File: config.mk
export PLATFORM = sky130hd
export DESIGN_NAME = glmd_line_store
export DESIGN_NICKNAME = d
export VERILOG_FILES = /design/src/rtl/glmd_pkg.sv /design/src/rtl/glmd_line_store.sv
export SDC_FILE = /design/constraint.sdc
export NUM_CORES = 2
export LEC_CHECK = 0
export BUFFER_PORTS_ARGS = -buffer_cell sky130_fd_sc_hd__buf_4
export CAP_MARGIN = 20
export CELL_PAD_IN_SITES_DETAIL_PLACEMENT = 2
export CELL_PAD_IN_SITES_GLOBAL_PLACEMENT = 2
export CORE_ASPECT_RATIO = 0.9
export CORE_UTILIZATION = 25
export DETAILED_ROUTE_END_ITERATION = 6
export PLACE_DENSITY_LB_ADDON = 0.1
export SYNTH_ARGS = -nofsm -noshare
export SYNTH_HDL_FRONTEND = slang
export SYNTH_SLANG_ARGS = --single-unit
export TNS_END_PERCENT = 30
File: constraint.sdc
create_clock -name clk -period 3.6 [get_ports clk]
set_clock_uncertainty 0.1 [all_clocks]
set_input_delay 0.18 -clock clk [delete_from_list [all_inputs] [get_ports clk]]
set_output_delay 0.18 -clock clk [all_outputs]
set_load 0.01 [all_outputs]
File: src/rtl/glmd_pkg.sv
// glmd_pkg: widths, types and register codes shared by the local minimum detector.
// No dependencies; every other file imports this package.

package glmd_pkg;

	localparam int DATA_W     = 16;
	localparam int MAX_COLS   = 128;
	localparam int MAX_ROWS   = 4096;
	localparam int COL_W      = 7;
	localparam int ROW_W      = 12;
	localparam int COLS_W     = 8;
	localparam int ROWS_W     = 13;
	localparam int CFG_IDX_W  = 4;
	localparam int CFG_DATA_W = 13;

	// result slots of one transaction, in delivery order
	localparam int SLOT_ABOVE = 0;
	localparam int SLOT_LEFT  = 1;
	localparam int SLOT_SELF  = 2;
	localparam int SLOTS      = 3;

	typedef logic signed [DATA_W-1:0] data_t;
	typedef logic [COL_W-1:0]         col_t;
	typedef logic [ROW_W-1:0]         row_t;

	typedef enum logic [CFG_IDX_W-1:0] {
		REG_ROWS = 4'd0,
		REG_COLS = 4'd1
	} cfg_reg_e;

	typedef struct packed {
		data_t value;
		row_t  row;
		col_t  col;
	} result_t;

	typedef struct packed {
		logic [SLOTS-1:0]    hit;
		result_t [SLOTS-1:0] slot;
	} group_t;

	// line store access of one cycle
	typedef struct packed {
		logic  rd_en;
		col_t  rd_col;
		col_t  rd_right;
		logic  wr_en;
		col_t  wr_col;
		data_t wr_cur;
		data_t wr_above;
	} ls_req_t;

	typedef struct packed {
		data_t above;
		data_t right;
		data_t up;
	} ls_rsp_t;

	function automatic logic val_gt(input data_t a, input data_t b);
		return $signed(a) > $signed(b);
	endfunction

endpackage

File: src/rtl/glmd_line_store.sv
// glmd_line_store: previous-row and older-row memories, registered read.
// Depends on glmd_pkg; write data is forwarded to a read of the same column.

module glmd_line_store import glmd_pkg::*; (
	input  logic    clk,
	input  ls_req_t req,
	output ls_rsp_t rsp
);

	data_t prev_mem [MAX_COLS];
	data_t older_mem [MAX_COLS];

	always_ff @(posedge clk) begin
		if (req.wr_en) begin
			prev_mem[req.wr_col]  <= req.wr_cur;
			older_mem[req.wr_col] <= req.wr_above;
		end
		if (req.rd_en) begin
			// column written in this cycle: take the new word
			if (req.wr_en && req.wr_col == req.rd_col) begin
				rsp.above <= req.wr_cur;
				rsp.up    <= req.wr_above;
			end else begin
				rsp.above <= prev_mem[req.rd_col];
				rsp.up    <= older_mem[req.rd_col];
			end
			if (req.wr_en && req.wr_col == req.rd_right) begin
				rsp.right <= req.wr_cur;
			end else begin
				rsp.right <= prev_mem[req.rd_right];
			end
		end
	end

endmodule

Word-level counts from Yosys, hierarchy flattened
Memory sizes are Yosys's and may differ from the RTL's. A register that Yosys moved wholly into a read port is not among the register bits.
Cells that the tools add are included.
{"block": "totals", "regBits": 0, "ramBits": 4096, "in_bits": 56, "memories": 2}
{"block": "op_classes", "mux": 2}
{"memory": "older_mem", "depth": 128, "word_bits": 16, "rd": 1, "rd_clocked_by_memory_dff": 1, "write_ports": 1, "line_no": "glmd_line_store.sv:11", "text": "data_t older_mem [MAX_COLS];"}
{"memory": "prev_mem", "depth": 128, "word_bits": 16, "rd": 2, "rd_clocked_by_memory_dff": 2, "write_ports": 1, "line_no": "glmd_line_store.sv:10", "text": "data_t prev_mem [MAX_COLS];"}
{"op": "$mux W1", "n": 2}

Depth between registers and ports, before layout
{"block": "depth", "ltp_word": 2, "ltp_mapped": 12, "mapped_depth_nobuf": 6}

Least setup slack after synthesis
No wires, ideal clock.
{"block": "synth_timing", "kind": "input port to flip-flop", "start": "input req[36] in the netlist's numbering", "end": "memory older_mem[124][0] in the netlist's numbering (enable)", "setup_time_ns": 0.461, "t_arrival_ns": 3.047, "path_slack_ns": -0.008, "path_stages": 4, "path_buffers": 1, "path_cell_list": "clkbuf_1 > and4_1 > nand3_1 > nor3_1"}
{"element": "from (decl)", "line_no": "glmd_line_store.sv:6", "text": "input ls_req_t req,"}
{"element": "to (decl)", "line_no": "glmd_line_store.sv:11"}
Straight into the memory's write port.

==> parameters.txt <==
Parameter                              Value

Run status
  Run status    finished clean

Worst setup path
  Crit path required time    ~4.3 ns
  Source of the worst register-to-register timing path    prev_mem[71][8]
  Critical Path End Type    flop
  Reg2Reg Setup Slack    0.19 ns
  CP Launch Type    flop
  R2R cell count    6
  Worst reg2reg endpoint    rsp[40]
  Setup CP Type    flop to flop
  Critical path arrival    approximately 4 ns
  Largest fanout on the critical path    2

Cells and area
  Area of the multi-input gates    slightly below 0.05 mm2
  Area occupied by registers    about 0.12 mm2
  P&R area growth vs syn    23.59%
  Share of cells above drive strength 1    0.3194
  NumNets Final    between 10000 and 15000
  Fillers    around 69000
  Final Cell Area    around 0.22 mm2

Placement
  Post-place instance area    ~0.2 mm2
  Count of buffers from port buffering    a little over 100
  Routability Congestion    between 0.8 and 0.9
  DP Wirelength    about 480000 um

Worst hold path
  Hold Path Class    input pin to flop
  Startpoint of the worst hold path    req[22]
  Worst Hold Depth    2
  Hold Crit Endpoint    prev_mem[95][6]

Synthesis
  Sequential element share of the synthesized area    0.7130
  Simple-gate portion of the synthesized area    0.02513
  Number of enable-type register cells in the synthesized netlist    approximately 4100
  Compound-Gate Fraction of Synth Area    0.04822
  Fraction of registers with async set or reset after synthesis    0
  Cell variety after synth    50
  Cells after synthesis    around 9000
  Largest family of logic cells by synthesized area    multiplexers
  Average instance area after synthesis    ~19 um2
  Number of synthesized register bits    4144
  Total nets after synthesis    approximately 9000
  Primary flip-flop cell chosen by synthesis mapping    sky130_fd_sc_hd__edfxtp_1
  Count of warnings emitted by yosys    0
  Adder-cell share of the synthesized area    0
  Post-synthesis instance area    0.1745 mm2
  Mux share of post-synthesis cell area    0.1965
  Synth Area in XOR/XNOR    0.0007025

STA
  Clock period minus final worst setup slack    3.406 ns
  Pin slew with the least headroom to its limit    1.365 ns
  Period utilization    0.9460
  Maximum clock frequency    between 200 and 300 MHz
  Tightest hold margin    around 0.084 ns
  Max Transition Viols Final    0
  RSZ-0062 raised after global routing    false
  Slew HR    0.08993
  Final Setup Violations    0
  Final number of hold-violating endpoints    0

Clock network
  Clock latency of the later-clocked register in the worst-skew pair    around 1.1 ns
  Hold-fix buffer count after cts    50
  Clock tree from TritonCTS    built
  CTS root buffer    sky130_fd_sc_hd__clkbuf_16
  Sinks on the clock net    4144
  Post-CTS setup-driven buffer insertion count    0
  Number of resized instances in the post-cts repair step    0
  Htree depth    6
  Maximum count of clock buffers along a single path    4
  Clock-pin transition on the worst setup and hold timing paths    around 0.060 ns
  Total CTS buffers    between 500 and 600

Global routing
  Grt total ovfl    0
  Largest net degree at the start of global routing    95
  GRT Util Overall    0.2084
  Via count of the first global-routing pass    approximately 110k
  Number of antenna violations at the first check in global routing    between 100 and 150
  Global-route wire length before repair    1003000 um

Pwr
  Design internal power    85.82 mW
  Combinational share of power    0.082
  Peak supply drop    ~0.00047 V
  Static leakage    just under 70 nW
  Final Power    ~110 mW
  Power density over the cells    525.6 mW/mm2
  Switch share    0.2429
  Switching power of the nets    27.54 mW
  Clock network fraction of total power    0.445
  Sequential share of power    0.473

Floorplan
  Die outline area    roughly 0.70 mm2
  I/O pin total    between 100 and 150
  Die height    approximately 790 um
  Core area    between 0.6 and 0.7 mm2
  Die width    ~880 um
  Initial Utilization    0.2514
  FP Rows    just under 300

Detailed routing
  Iteration-0 DRC Markers    10380
  Via density per instance    5.114
  Number of iterations in the first detailed-routing pass    6
  Routed WL per cell    between 30 and 40 um
  Final ANT Viol Nets    0
  Detailed-route DRC error count    0
  Total number of vias    ~100k
  Total wire length after detailed routing    roughly 750000 um

Run
  Max-cap viol count    0
-- stage by stage --
step	utilization	setup TNS (ns)	std cells	setup slack, ns
after global routing	0.3106	0	19782	0.1901
after CTS	0.3106	0	19776	0.2308
after detailed placement	0.2867	-10.98	18803	-0.7566
after global placement	0.2866	-11.52	18795	-0.8053
final	0.3108	0	19825	0.1945
after floorplan	-	-0.04183	8960	-0.001307
-- cells in the final DEF (no fill, tap or decap), types with 103 or more instances in the layout --
master	count
sky130_fd_sc_hd__mux2i_1	847
sky130_fd_sc_hd__clkinv_1	135
sky130_fd_sc_hd__clkbuf_1	106
sky130_fd_sc_hd__nor3_1	143
sky130_fd_sc_hd__a21oi_1	221
sky130_fd_sc_hd__o22ai_1	329
sky130_fd_sc_hd__edfxtp_1	4144
sky130_fd_sc_hd__nor2_4	132
sky130_fd_sc_hd__buf_4	911
sky130_fd_sc_hd__clkbuf_16	543
sky130_fd_sc_hd__mux4_2	1115
sky130_fd_sc_hd__a22oi_1	269
sky130_fd_sc_hd__nand2b_1	103
sky130_fd_sc_hd__nor2_1	257
sky130_fd_sc_hd__buf_12	356
-- cell usage after synthesis (all sizes together) (6+ instances only) --
library cell / count / area share
edfxtp: 4144 / 0.71
mux4: 1115 / 0.14
mux2i: 847 / 0.049
nor2: 391 / 0.0084
clkbuf: 367 / 0.0079
o22ai: 329 / 0.012
buf: 295 / 0.0085
a22oi: 269 / 0.012
a21oi: 221 / 0.0063
nor3: 159 / 0.0046
a2111oi: 125 / 0.0063
nand2b: 109 / 0.0039
nand2: 89 / 0.0019
mux2: 63 / 0.0041
o221ai: 62 / 0.0031
o21ai: 50 / 0.0014
a22o: 34 / 0.0017
a221oi: 33 / 0.0017
and4: 32 / 0.0016
a221o: 30 / 0.0017
nand3: 30 / 0.00086
or4: 30 / 0.0013
nor2b: 19 / 0.00068
o2111ai: 16 / 0.00080
o211ai: 16 / 0.00069
a211oi: 15 / 0.00065
nor4b: 15 / 0.00075
nand4: 8 / 0.00029
xnor2: 8 / 0.00040
and2: 6 / 0.00022
xor2: 6 / 0.00030
-- kinds of logic (layout without fill, tap and decap cells) --
| family | after synthesis | after routing |
|---|---|---|
| AO/OA/AOI/OAI | 1209 | 1209 |
| AND/OR/NAND/NOR | 903 | 903 |
| other | 0 | 48 |
| buffers and inverters | 665 | 2284 |
| multiplexers | 2025 | 2025 |
| XOR/XNOR | 14 | 14 |
| flip-flops | 4144 | 4144 |
-- final cells by class --
class	count	area share
Inverter	3	0.00005221
Clock inverter	274	0.009664
Antenna cell	48	0.0005569
Timing Repair Buffer	1358	0.06925
Clock buffer	649	0.06484
Sequential cell	4144	0.5769
Multi-Input combinational cell	4151	0.2254
Tap cell	9198	0.05335
-- critical path, stage by stage, from the launching register on --
cell and delay (ns):
sky130_fd_sc_hd__edfxtp_1 0.39, sky130_fd_sc_hd__mux4_2 0.49, sky130_fd_sc_hd__a2111oi_0 0.89, sky130_fd_sc_hd__nor3_1 0.18
sky130_fd_sc_hd__or4_1 0.64, sky130_fd_sc_hd__buf_12 0.16, sky130_fd_sc_hd__a221o_1 0.30
-- layer usage --
metal | track usage | part of all wire
met5 | 0 | 0.000089
met4 | 0.04504 | 0.023
met3 | 0.02348 | 0.046
met2 | 0.3225 | 0.45
met1 | 0.3146 | 0.48
-- flip-flops by register name, summed over array words and instances (netlist names) --
name and flops:
older_mem 2048, prev_mem 2048, rsp 48
-- how the worst max path moves through the flow --
stage	start	endpoint
finish	prev_mem[71][8]	rsp[40]
global route	prev_mem[76][0]	rsp[32]
CTS	prev_mem[76][0]	rsp[32]
detailed placement	req[47]	rsp[45]
floorplan	req[36]	older_mem[120][0]
global placement	req[47]	rsp[37]
-- power by group through the flow --
| stage | Clock [mW] | Combinational (mW) | Sequential (mW) |
|---|---|---|---|
| 6_report | 50.5 | 9.29 | 53.6 |
| 5_1_grt | 53.5 | 9.66 | 53.6 |
| 4_1_cts | 51.9 | 9.42 | 53.6 |
| 3_5_place_dp | 0 | 9.32 | 54.6 |
| 3_3_place_gp | 0 | 9.22 | 54.6 |
| 2_1_floorplan | 0 | 3.64 | 54.5 |
Power figures use the tool's default switching activity.
